[config.mk]
export PLATFORM = sky130hd
export DESIGN_NAME = two_class_fifo_oldest_first_flat
export DESIGN_NICKNAME = d
export VERILOG_FILES = /design/src/rtl/tcf_pkg.sv /design/src/rtl/tcf_req_if.sv /design/src/rtl/tcf_rsp_if.sv /design/src/rtl/tcf_ram.sv /design/src/rtl/tcf_queue.sv /design/src/rtl/two_class_fifo_oldest_first.sv /design/src/flat_wrapper.sv
export SDC_FILE = /design/constraint.sdc
export NUM_CORES = 2
export LEC_CHECK = 0
export ABC_AREA = 1
export BUFFER_PORTS_ARGS = -buffer_cell sky130_fd_sc_hd__buf_4
export CORE_ASPECT_RATIO = 1.5
export CORE_MARGIN = 1
export CORE_UTILIZATION = 40
export CTS_CLUSTER_SIZE = 25
export DETAILED_ROUTE_END_ITERATION = 6
export SLEW_MARGIN = 10
export SYNTH_ARGS = -nofsm -noshare
export SYNTH_HDL_FRONTEND = slang
export SYNTH_SLANG_ARGS = --single-unit
[constraint.sdc]
create_clock -name clock -period 5.69 [get_ports clock]
set_input_delay 0.2845 -clock clock [delete_from_list [all_inputs] [get_ports clock]]
set_output_delay 0.2845 -clock clock [all_outputs]
set_load 0.01 [all_outputs]
[src/rtl/tcf_pkg.sv]
package tcf_pkg;

   localparam int QUEUE_DEPTH = 16;
   localparam int ID_W        = 16;
   localparam int STAMP_W     = 32;

   typedef enum logic {
      CMD_ADMIT = 1'b0,
      CMD_TAKE  = 1'b1
   } command_type;

   typedef enum logic [1:0] {
      CH_ANY = 2'd0,
      CH_A   = 2'd1,
      CH_B   = 2'd2
   } choice_type;

   typedef enum logic [1:0] {
      ST_TAKEN    = 2'd0,
      ST_ADMITTED = 2'd1,
      ST_IGNORED  = 2'd2,
      ST_DROPPED  = 2'd3
   } status_type;

   // per-queue operation for one cycle
   typedef struct packed {
      logic                       push;
      logic                       pop;
      logic signed [ID_W-1:0]     id;
      logic        [STAMP_W-1:0]  stamp;
   } q_ctrl_type;

   // per-queue status, front entry valid when not empty
   typedef struct packed {
      logic                       empty;
      logic                       full;
      logic signed [ID_W-1:0]     id;
      logic        [STAMP_W-1:0]  stamp;
   } q_stat_type;

   // wrap-aware age compare: a is older when (a - b) has its top bit set
   function automatic logic stamp_older(input logic [STAMP_W-1:0] a,
                                        input logic [STAMP_W-1:0] b);
      logic [STAMP_W-1:0] diff;
      diff = a - b;
      return diff[STAMP_W-1];
   endfunction

endpackage

[src/rtl/tcf_req_if.sv]
interface tcf_req_if;
   logic                             valid;
   logic                             ready;
   logic                             command;
   logic signed [tcf_pkg::ID_W-1:0]  item_id;
   logic [1:0]                       choice;

   modport source (output valid, output command, output item_id, output choice,
                   input ready);
   modport sink   (input valid, input command, input item_id, input choice,
                   output ready);
endinterface

[src/rtl/tcf_rsp_if.sv]
interface tcf_rsp_if;
   logic                             valid;
   logic                             ready;
   logic [1:0]                       status;
   logic signed [tcf_pkg::ID_W-1:0]  taken_id;

   modport source (output valid, output status, output taken_id, input ready);
   modport sink   (input valid, input status, input taken_id, output ready);
endinterface

[src/rtl/tcf_ram.sv]
module tcf_ram #(
   parameter int WIDTH = 8,
   parameter int DEPTH = 16
) (
   input  logic                     clock,
   input  logic                     we,
   input  logic [$clog2(DEPTH)-1:0] waddr,
   input  logic [WIDTH-1:0]         wdata,
   input  logic [$clog2(DEPTH)-1:0] raddr,
   output logic [WIDTH-1:0]         rdata
);

   logic [WIDTH-1:0] mem_ff [DEPTH];
   logic [WIDTH-1:0] rdata_ff;

   always_ff @(posedge clock) begin
      if (we) begin
         mem_ff[waddr] <= wdata;
      end
      rdata_ff <= mem_ff[raddr];
   end

   assign rdata = rdata_ff;

endmodule

[src/rtl/tcf_queue.sv]
module tcf_queue #(
   parameter int DEPTH = tcf_pkg::QUEUE_DEPTH
) (
   input  logic                 clock,
   input  logic                 reset,
   input  tcf_pkg::q_ctrl_type  ctrl,
   output tcf_pkg::q_stat_type  stat
);

   localparam int PTR_W = $clog2(DEPTH);
   localparam int CNT_W = $clog2(DEPTH + 1);
   localparam int ENT_W = tcf_pkg::ID_W + tcf_pkg::STAMP_W;

   logic [PTR_W-1:0] head_ff, head_in;
   logic [PTR_W-1:0] tail_ff, tail_in;
   logic [CNT_W-1:0] count_ff, count_in;
   logic             byp_sel_ff, byp_sel_in;
   logic [ENT_W-1:0] byp_data_ff;
   logic [ENT_W-1:0] wr_data;
   logic [ENT_W-1:0] rd_data;
   logic [ENT_W-1:0] front;

   function automatic logic [PTR_W-1:0] ptr_next(input logic [PTR_W-1:0] p);
      return (p == PTR_W'(DEPTH - 1)) ? '0 : p + 1'b1;
   endfunction

   assign wr_data = {ctrl.id, ctrl.stamp};

   always_comb begin
      head_in  = ctrl.pop  ? ptr_next(head_ff) : head_ff;
      tail_in  = ctrl.push ? ptr_next(tail_ff) : tail_ff;
      count_in = count_ff;
      if (ctrl.push && !ctrl.pop) begin
         count_in = count_ff + 1'b1;
      end else if (ctrl.pop && !ctrl.push) begin
         count_in = count_ff - 1'b1;
      end
      // RAM read is registered: the word written to the slot about to become
      // the front is held aside in a bypass register
      byp_sel_in = ctrl.push && (tail_ff == head_in);
   end

   always_ff @(posedge clock) begin
      if (reset) begin
         head_ff    <= '0;
         tail_ff    <= '0;
         count_ff   <= '0;
         byp_sel_ff <= 1'b0;
      end else begin
         head_ff    <= head_in;
         tail_ff    <= tail_in;
         count_ff   <= count_in;
         byp_sel_ff <= byp_sel_in;
      end
   end

   always_ff @(posedge clock) begin
      byp_data_ff <= wr_data;
   end

   tcf_ram #(
      .WIDTH (ENT_W),
      .DEPTH (DEPTH)
   ) u_ram (
      .clock (clock),
      .we    (ctrl.push),
      .waddr (tail_ff),
      .wdata (wr_data),
      .raddr (head_in),
      .rdata (rd_data)
   );

   assign front = byp_sel_ff ? byp_data_ff : rd_data;

   always_comb begin
      stat.empty = (count_ff == '0);
      stat.full  = (count_ff == CNT_W'(DEPTH));
      stat.id    = front[ENT_W-1 -: tcf_pkg::ID_W];
      stat.stamp = front[tcf_pkg::STAMP_W-1:0];
   end

   a_count_range: assert property (@(posedge clock) disable iff (reset)
      count_ff <= CNT_W'(DEPTH))
      else $error("queue count beyond depth");

   a_pop_nonempty: assert property (@(posedge clock) disable iff (reset)
      ctrl.pop |-> count_ff != '0)
      else $error("pop from empty queue");

   a_push_count: assert property (@(posedge clock) disable iff (reset)
      (ctrl.push && !ctrl.pop) |=> count_ff == CNT_W'($past(count_ff) + 1'b1))
      else $error("push did not bump count");

   a_ptr_match: assert property (@(posedge clock) disable iff (reset)
      (count_ff == '0 || count_ff == CNT_W'(DEPTH)) |-> head_ff == tail_ff)
      else $error("pointers disagree with count");

endmodule

[src/rtl/two_class_fifo_oldest_first.sv]
// channel | dir | handshake           | word
// --------+-----+---------------------+---------------------------------
// req_ch  | in  | valid/ready         | command, item_id, choice
// rsp_ch  | out | valid/ready         | status, taken_id
//
// One word accepted per cycle unless the result side stalls; its word passes
// the input register, then the result register, before its result is valid.
// Per-class FIFOs sit in RAMs with registered read; the front entry is read
// ahead from the next head pointer, so back-to-back takes run without gaps.
// Synchronous reset empties both classes and zeroes the arrival stamp.
// A stalled result holds the input register; req_ch.ready drops only then.
module two_class_fifo_oldest_first #(
   parameter int QUEUE_DEPTH = tcf_pkg::QUEUE_DEPTH
) (
   input  logic        clock,
   input  logic        reset,
   tcf_req_if.sink     req_ch,
   tcf_rsp_if.source   rsp_ch
);

   logic                                 in_valid_ff, in_valid_in;
   logic                                 cmd_ff;
   logic signed [tcf_pkg::ID_W-1:0]      id_ff;
   logic [1:0]                           choice_ff;
   logic [tcf_pkg::STAMP_W-1:0]          arrival_ff, arrival_in;
   logic                                 rsp_valid_ff, rsp_valid_in;
   logic [1:0]                           status_ff;
   logic signed [tcf_pkg::ID_W-1:0]      taken_ff;

   logic                                 req_take;
   logic                                 out_free;
   logic                                 fire;
   logic                                 sel_a, sel_b;
   logic                                 push_a, push_b;
   tcf_pkg::status_type                  status_in;
   logic signed [tcf_pkg::ID_W-1:0]      taken_in;
   tcf_pkg::q_ctrl_type                  ctrl_a, ctrl_b;
   tcf_pkg::q_stat_type                  stat_a, stat_b;

   assign out_free     = !rsp_valid_ff || rsp_ch.ready;
   assign fire         = in_valid_ff && out_free;
   assign req_ch.ready = !in_valid_ff || out_free;
   assign req_take     = req_ch.valid && req_ch.ready;

   always_comb begin
      sel_a     = 1'b0;
      sel_b     = 1'b0;
      push_a    = 1'b0;
      push_b    = 1'b0;
      status_in = tcf_pkg::ST_IGNORED;
      if (tcf_pkg::command_type'(cmd_ff) == tcf_pkg::CMD_ADMIT) begin
         if (id_ff != '0) begin
            if (id_ff[tcf_pkg::ID_W-1]) begin
               push_b    = !stat_b.full;
               status_in = stat_b.full ? tcf_pkg::ST_DROPPED : tcf_pkg::ST_ADMITTED;
            end else begin
               push_a    = !stat_a.full;
               status_in = stat_a.full ? tcf_pkg::ST_DROPPED : tcf_pkg::ST_ADMITTED;
            end
         end
      end else begin
         unique case (tcf_pkg::choice_type'(choice_ff))
            tcf_pkg::CH_ANY: begin
               if (!stat_a.empty && !stat_b.empty) begin
                  sel_a = tcf_pkg::stamp_older(stat_a.stamp, stat_b.stamp);
                  sel_b = !sel_a;
               end else begin
                  sel_a = !stat_a.empty;
                  sel_b = !stat_b.empty;
               end
            end
            tcf_pkg::CH_A: sel_a = !stat_a.empty;
            tcf_pkg::CH_B: sel_b = !stat_b.empty;
            default: begin
               sel_a = 1'b0;
               sel_b = 1'b0;
            end
         endcase
         if (sel_a || sel_b) begin
            status_in = tcf_pkg::ST_TAKEN;
         end
      end
      taken_in = sel_a ? stat_a.id : (sel_b ? stat_b.id : '0);
   end

   always_comb begin
      ctrl_a.push  = fire && push_a;
      ctrl_a.pop   = fire && sel_a;
      ctrl_a.id    = id_ff;
      ctrl_a.stamp = arrival_ff;
      ctrl_b.push  = fire && push_b;
      ctrl_b.pop   = fire && sel_b;
      ctrl_b.id    = id_ff;
      ctrl_b.stamp = arrival_ff;
   end

   always_comb begin
      in_valid_in = in_valid_ff;
      if (req_take) begin
         in_valid_in = 1'b1;
      end else if (fire) begin
         in_valid_in = 1'b0;
      end
      rsp_valid_in = rsp_valid_ff;
      if (fire) begin
         rsp_valid_in = 1'b1;
      end else if (rsp_ch.ready) begin
         rsp_valid_in = 1'b0;
      end
      arrival_in = (ctrl_a.push || ctrl_b.push) ? arrival_ff + 1'b1 : arrival_ff;
   end

   always_ff @(posedge clock) begin
      if (reset) begin
         in_valid_ff  <= 1'b0;
         rsp_valid_ff <= 1'b0;
         arrival_ff   <= '0;
      end else begin
         in_valid_ff  <= in_valid_in;
         rsp_valid_ff <= rsp_valid_in;
         arrival_ff   <= arrival_in;
      end
   end

   always_ff @(posedge clock) begin
      if (req_take) begin
         cmd_ff    <= req_ch.command;
         id_ff     <= req_ch.item_id;
         choice_ff <= req_ch.choice;
      end
      if (fire) begin
         status_ff <= status_in;
         taken_ff  <= taken_in;
      end
   end

   tcf_queue #(
      .DEPTH (QUEUE_DEPTH)
   ) u_queue_a (
      .clock (clock),
      .reset (reset),
      .ctrl  (ctrl_a),
      .stat  (stat_a)
   );

   tcf_queue #(
      .DEPTH (QUEUE_DEPTH)
   ) u_queue_b (
      .clock (clock),
      .reset (reset),
      .ctrl  (ctrl_b),
      .stat  (stat_b)
   );

   assign rsp_ch.valid    = rsp_valid_ff;
   assign rsp_ch.status   = status_ff;
   assign rsp_ch.taken_id = taken_ff;

endmodule

[src/flat_wrapper.sv]
// flat-port wrapper written by rule: the top's interface ports become plain ports
module two_class_fifo_oldest_first_flat 
#(
   parameter int QUEUE_DEPTH = tcf_pkg::QUEUE_DEPTH
)
  (clock, reset, req_ch_valid, req_ch_command, req_ch_item_id, req_ch_choice, req_ch_ready, rsp_ch_valid, rsp_ch_status, rsp_ch_taken_id, rsp_ch_ready);
  tcf_req_if req_ch_i ();
  tcf_rsp_if rsp_ch_i ();
  input  logic clock;
  input  logic reset;
  input wire logic [$bits(req_ch_i.valid)-1:0] req_ch_valid;
  input wire logic [$bits(req_ch_i.command)-1:0] req_ch_command;
  input wire logic [$bits(req_ch_i.item_id)-1:0] req_ch_item_id;
  input wire logic [$bits(req_ch_i.choice)-1:0] req_ch_choice;
  output wire logic [$bits(req_ch_i.ready)-1:0] req_ch_ready;
  output wire logic [$bits(rsp_ch_i.valid)-1:0] rsp_ch_valid;
  output wire logic [$bits(rsp_ch_i.status)-1:0] rsp_ch_status;
  output wire logic [$bits(rsp_ch_i.taken_id)-1:0] rsp_ch_taken_id;
  input wire logic [$bits(rsp_ch_i.ready)-1:0] rsp_ch_ready;
  assign req_ch_i.valid = req_ch_valid;
  assign req_ch_i.command = req_ch_command;
  assign req_ch_i.item_id = req_ch_item_id;
  assign req_ch_i.choice = req_ch_choice;
  assign req_ch_ready = req_ch_i.ready;
  assign rsp_ch_valid = rsp_ch_i.valid;
  assign rsp_ch_status = rsp_ch_i.status;
  assign rsp_ch_taken_id = rsp_ch_i.taken_id;
  assign rsp_ch_i.ready = rsp_ch_ready;
  two_class_fifo_oldest_first #(.QUEUE_DEPTH(QUEUE_DEPTH)) u_core (.clock(clock), .reset(reset), .req_ch(req_ch_i), .rsp_ch(rsp_ch_i));
endmodule
==> flow_summary.toml <==
[yosys]
syn-cell-area_um2 = 76200
ys_seq_area_share_pct = 67.4
ys_top_cells_by_area = "edfxtp_1 62%, nand3_1 9.6%, nand2_1 7.8%"
ys_types = 50
yosys.area.top_type = "edfxtp_1"
syn_inst = 7284
synth_edf_count = 1573
postSynthNetCount = 7358
ys_ff_latch = 1779
async_flop_share_pct = 0
synth_top_area_share_pct = 62.0
avgSynthCellArea_um2 = 10.5
synth_ff_type = "edfxtp_1"
synth_warnings = 0

[setup_path]
worstPathRequired_ps = 6310
cp-end-kind = "register"
slowest_delay_ps = 520
reg2reg_depth = 22
cp_common_cell = "nand2_1"
rrSetupSlack_ps = 710
rr_startpoint = "u_core.u_queue_a.byp_sel_ff$_SDFF_PP0_"
critical-path-slowest-cell = "nor2_1"
critPathLaunchType = "register"
path_class = "reg2reg"
crit_chain = "buf_4 > mux2_2 > ha_1 > nand2_1 > inv_1 > nand3_1 > a31oi_1 > nor2_1 > nand2_1 > nand2_1 > nand2_1 > nand2_1 > nand2_1 > nand3_2 > nand3_2 > nand2_1 > nand2_4 > buf_12 > o21ai_0 > a21oi_1 > o21ai_0 > nor2_1"
crit_fanout = 96
r2r-end = "u_core.u_queue_b.byp_sel_ff$_SDFF_PP0_"
critPathArrivalTime_ps = 5600

[sta]
finalSetupViolCount = 0
max_clock_freq_mhz = 201
fin_ws_ps = 714
post-route-period-util_pct = 87.5
setup_tns_ps = 0
drv_slew = 0
period_needed_ps = 4980
slew-limit-headroom_pct = 18.3
hold_violations = 0
worst_slew_pin_slew_ps = 1220
clock_skew_ps = 51.3
rsz0062_at_grt = "false"

[placement]
place_hpwl_mm = 109
dpl_worst_slack_ps = 553
gp_congestion = 0.821
place_inst = 9591
port_buffers = 42

[clock_network]
root_buffer = "clkbuf_16"
cts_buffers = 170
htree_levels = 4
clock_latency_ps = 820
cts_buffer_depth = 4
cts.clk_slew.worst_paths_ps = 70
cts_tree = "yes"
cts_setup_buffers = 0
cts.sinks = 1779

[detailed_routing]
drtIter0Drc = 4453
drtAntennaViolNets = 0
drt-pass1-iter-count = 5
wl_per_cell_um = 20.6
num_vias = 50600
drt-total-wl_mm = 204
vias_per_cell = 5.10
drc_errors = 0

[outcome]
outcome = "finished clean"

[worst_hold_path]
hold_end = "u_core.cmd_ff$_DFFE_PP_"
holdPathStages = 2
holdCritPathClass = "in2reg"
hp-start = "req_ch_command"

[global_route]
grt_pass1_wl_mm = 306
grt_max_degree = 145
grt_use_total_pct = 21.1
antenna_found_initial = 6
grt-ovfl-total = 0
grt_pass1_vias = 49900

[job]
drv_cap = 0

[die]
core_um2 = 189000
die_area_um2 = 192000
row_count = 195
num_io_pins = 43
start_util_pct = 40.4
die_w_um = 358
die_h_um = 536

[finish]
fillers = 17000
final_cells = 9922
regArea_um2 = 51400
drive_above_1_share_pct = 7.37
multi_input_area_um2 = 17800
syn_to_final_growth_pct = 12.4
final_util_pct = 45.4
nets = 7400

[pwr]
power_density_nw_per_um2 = 314
cellLeakagePower_nw = 35.8
power_mw = 26.9
vdd_drop_max_mv = 0.206
-- Yosys cell counts, types with 49 or more instances --
master / count
o21ai_0: 70
clkbuf_1: 107
ha_1: 49
a21oi_1: 51
nand2_1: 1574
nand3b_1: 145
inv_1: 1493
dfxtp_1: 206
buf_2: 217
nand3_1: 1459
edfxtp_1: 1573
nor2_1: 130
-- cells by family after synthesis --
group           share of synthesized area (%)
simple gates                             20.0
buf+inv                                  9.67
flops                                    67.4
compound gates                           1.18
mux                                     0.782
fa+ha+maj                               0.858
xor+xnor                                0.115
-- how the worst max path moves through the flow --
stage	endpoint	slack (ps)	start
6_report	u_core.u_queue_b.byp_sel_ff$_SDFF_PP0_	710	u_core.u_queue_a.byp_sel_ff$_SDFF_PP0_
3_3_place_gp	u_core.u_queue_b.byp_sel_ff$_SDFF_PP0_	540	u_core.u_queue_a.byp_sel_ff$_SDFF_PP0_
2_1_floorplan	u_core.u_queue_b.u_ram.mem_ff[11][0]$_DFFE_PP_	1440	u_core.id_ff[15]$_DFFE_PP_
4_1_cts	u_core.u_queue_b.byp_sel_ff$_SDFF_PP0_	540	u_core.u_queue_a.byp_sel_ff$_SDFF_PP0_
5_1_grt	u_core.u_queue_b.byp_sel_ff$_SDFF_PP0_	410	u_core.u_queue_a.byp_sel_ff$_SDFF_PP0_
3_5_place_dp	u_core.u_queue_b.byp_sel_ff$_SDFF_PP0_	550	u_core.u_queue_a.byp_sel_ff$_SDFF_PP0_
-- stage by stage --
stage	area [um2]	hold slack (ps)
2_1_floorplan	76200	383
3_3_place_gp	80000	463
3_5_place_dp	80000	464
4_1_cts	85600	159
5_1_grt	85600	194
6_report	85600	195
-- routing by layer --
layer  GRT usage, %  part of all wire, %  wire length, um
met5              0               0.0069               14
met4           7.44                  3.1             6380
met3           2.49                  5.9            12100
met1           25.5                   39            80300
met2           38.4                   52           105000
-- repair_timing --
action | in CTS | in global routing
hold buffers | 25 | 0
gates resized for setup | 0 | 0
endpoints found under the hold margin | 33 | 0
-- report_power, final --
| part | internal, mW | switching, mW |
|---|---|---|
| clock network | 6.27 | 4.85 |
| registers | 14.2 | 0.125 |
| logic | 0.458 | 0.984 |
-- placed cells by master, fill, tap and decap left out, types with 7 or more instances in the layout --
cell           Yosys  routed
nand2_1         1574    1567
buf_12             0      48
nor2_4             3      35
inv_1           1493    1492
nand4_1           13      13
inv_2              9       7
clkbuf_16          0     173
dfxtp_1          206     199
nand3b_1         145     145
edfxtp_1        1573    1573
ha_1              49      49
clkinv_2           0      18
a21oi_1           51      51
clkinv_1           1      23
nand3_1         1459    1459
nor2_1           130      98
nand2_4            1       8
buf_4             19     158
nor3_1             8       8
mux2_2            28      28
o21ai_0           70      70
bufinv_16          0       9
clkbuf_8           0      18
dlygate4sd3_1      0      25
clkbuf_1         107      50
mux2i_1           28      28
o211ai_1          18      18
-- flip-flops by register name (all words and copies together), names as in the netlist, 16 cells and up --
name,flops
u_core.u_queue_a.byp_data_ff,48
u_core.u_queue_b.u_ram.mem_ff,768
u_core.id_ff,16
u_core.u_queue_a.u_ram.rdata,48
u_core.arrival_ff,32
u_core.rsp_ch.taken_id,16
u_core.u_queue_a.u_ram.mem_ff,768
u_core.u_queue_b.u_ram.rdata,48
-- area by class of cell --
cell class	instances	area share, %
antenna	2	0.00584
sequential	1779	60.0
tap	2462	3.60
inverter	1503	6.59
timing repair buffer	231	2.80
multi-input combinational	3641	20.8
clock buffer	245	5.59
clock inverter	59	0.634
-- worst max-delay path: cells and delay by family (launching register included) --
family                   cells  cell delay, ps
buffers and inverters        3             770
adder cells (fa/ha/maj)      1             290
flip-flops                   1             500
AND/OR/NAND/NOR             13            2250
multiplexers                 1             370
AO/OA/AOI/OAI                4             570
(Power assumes the default switching activity.)
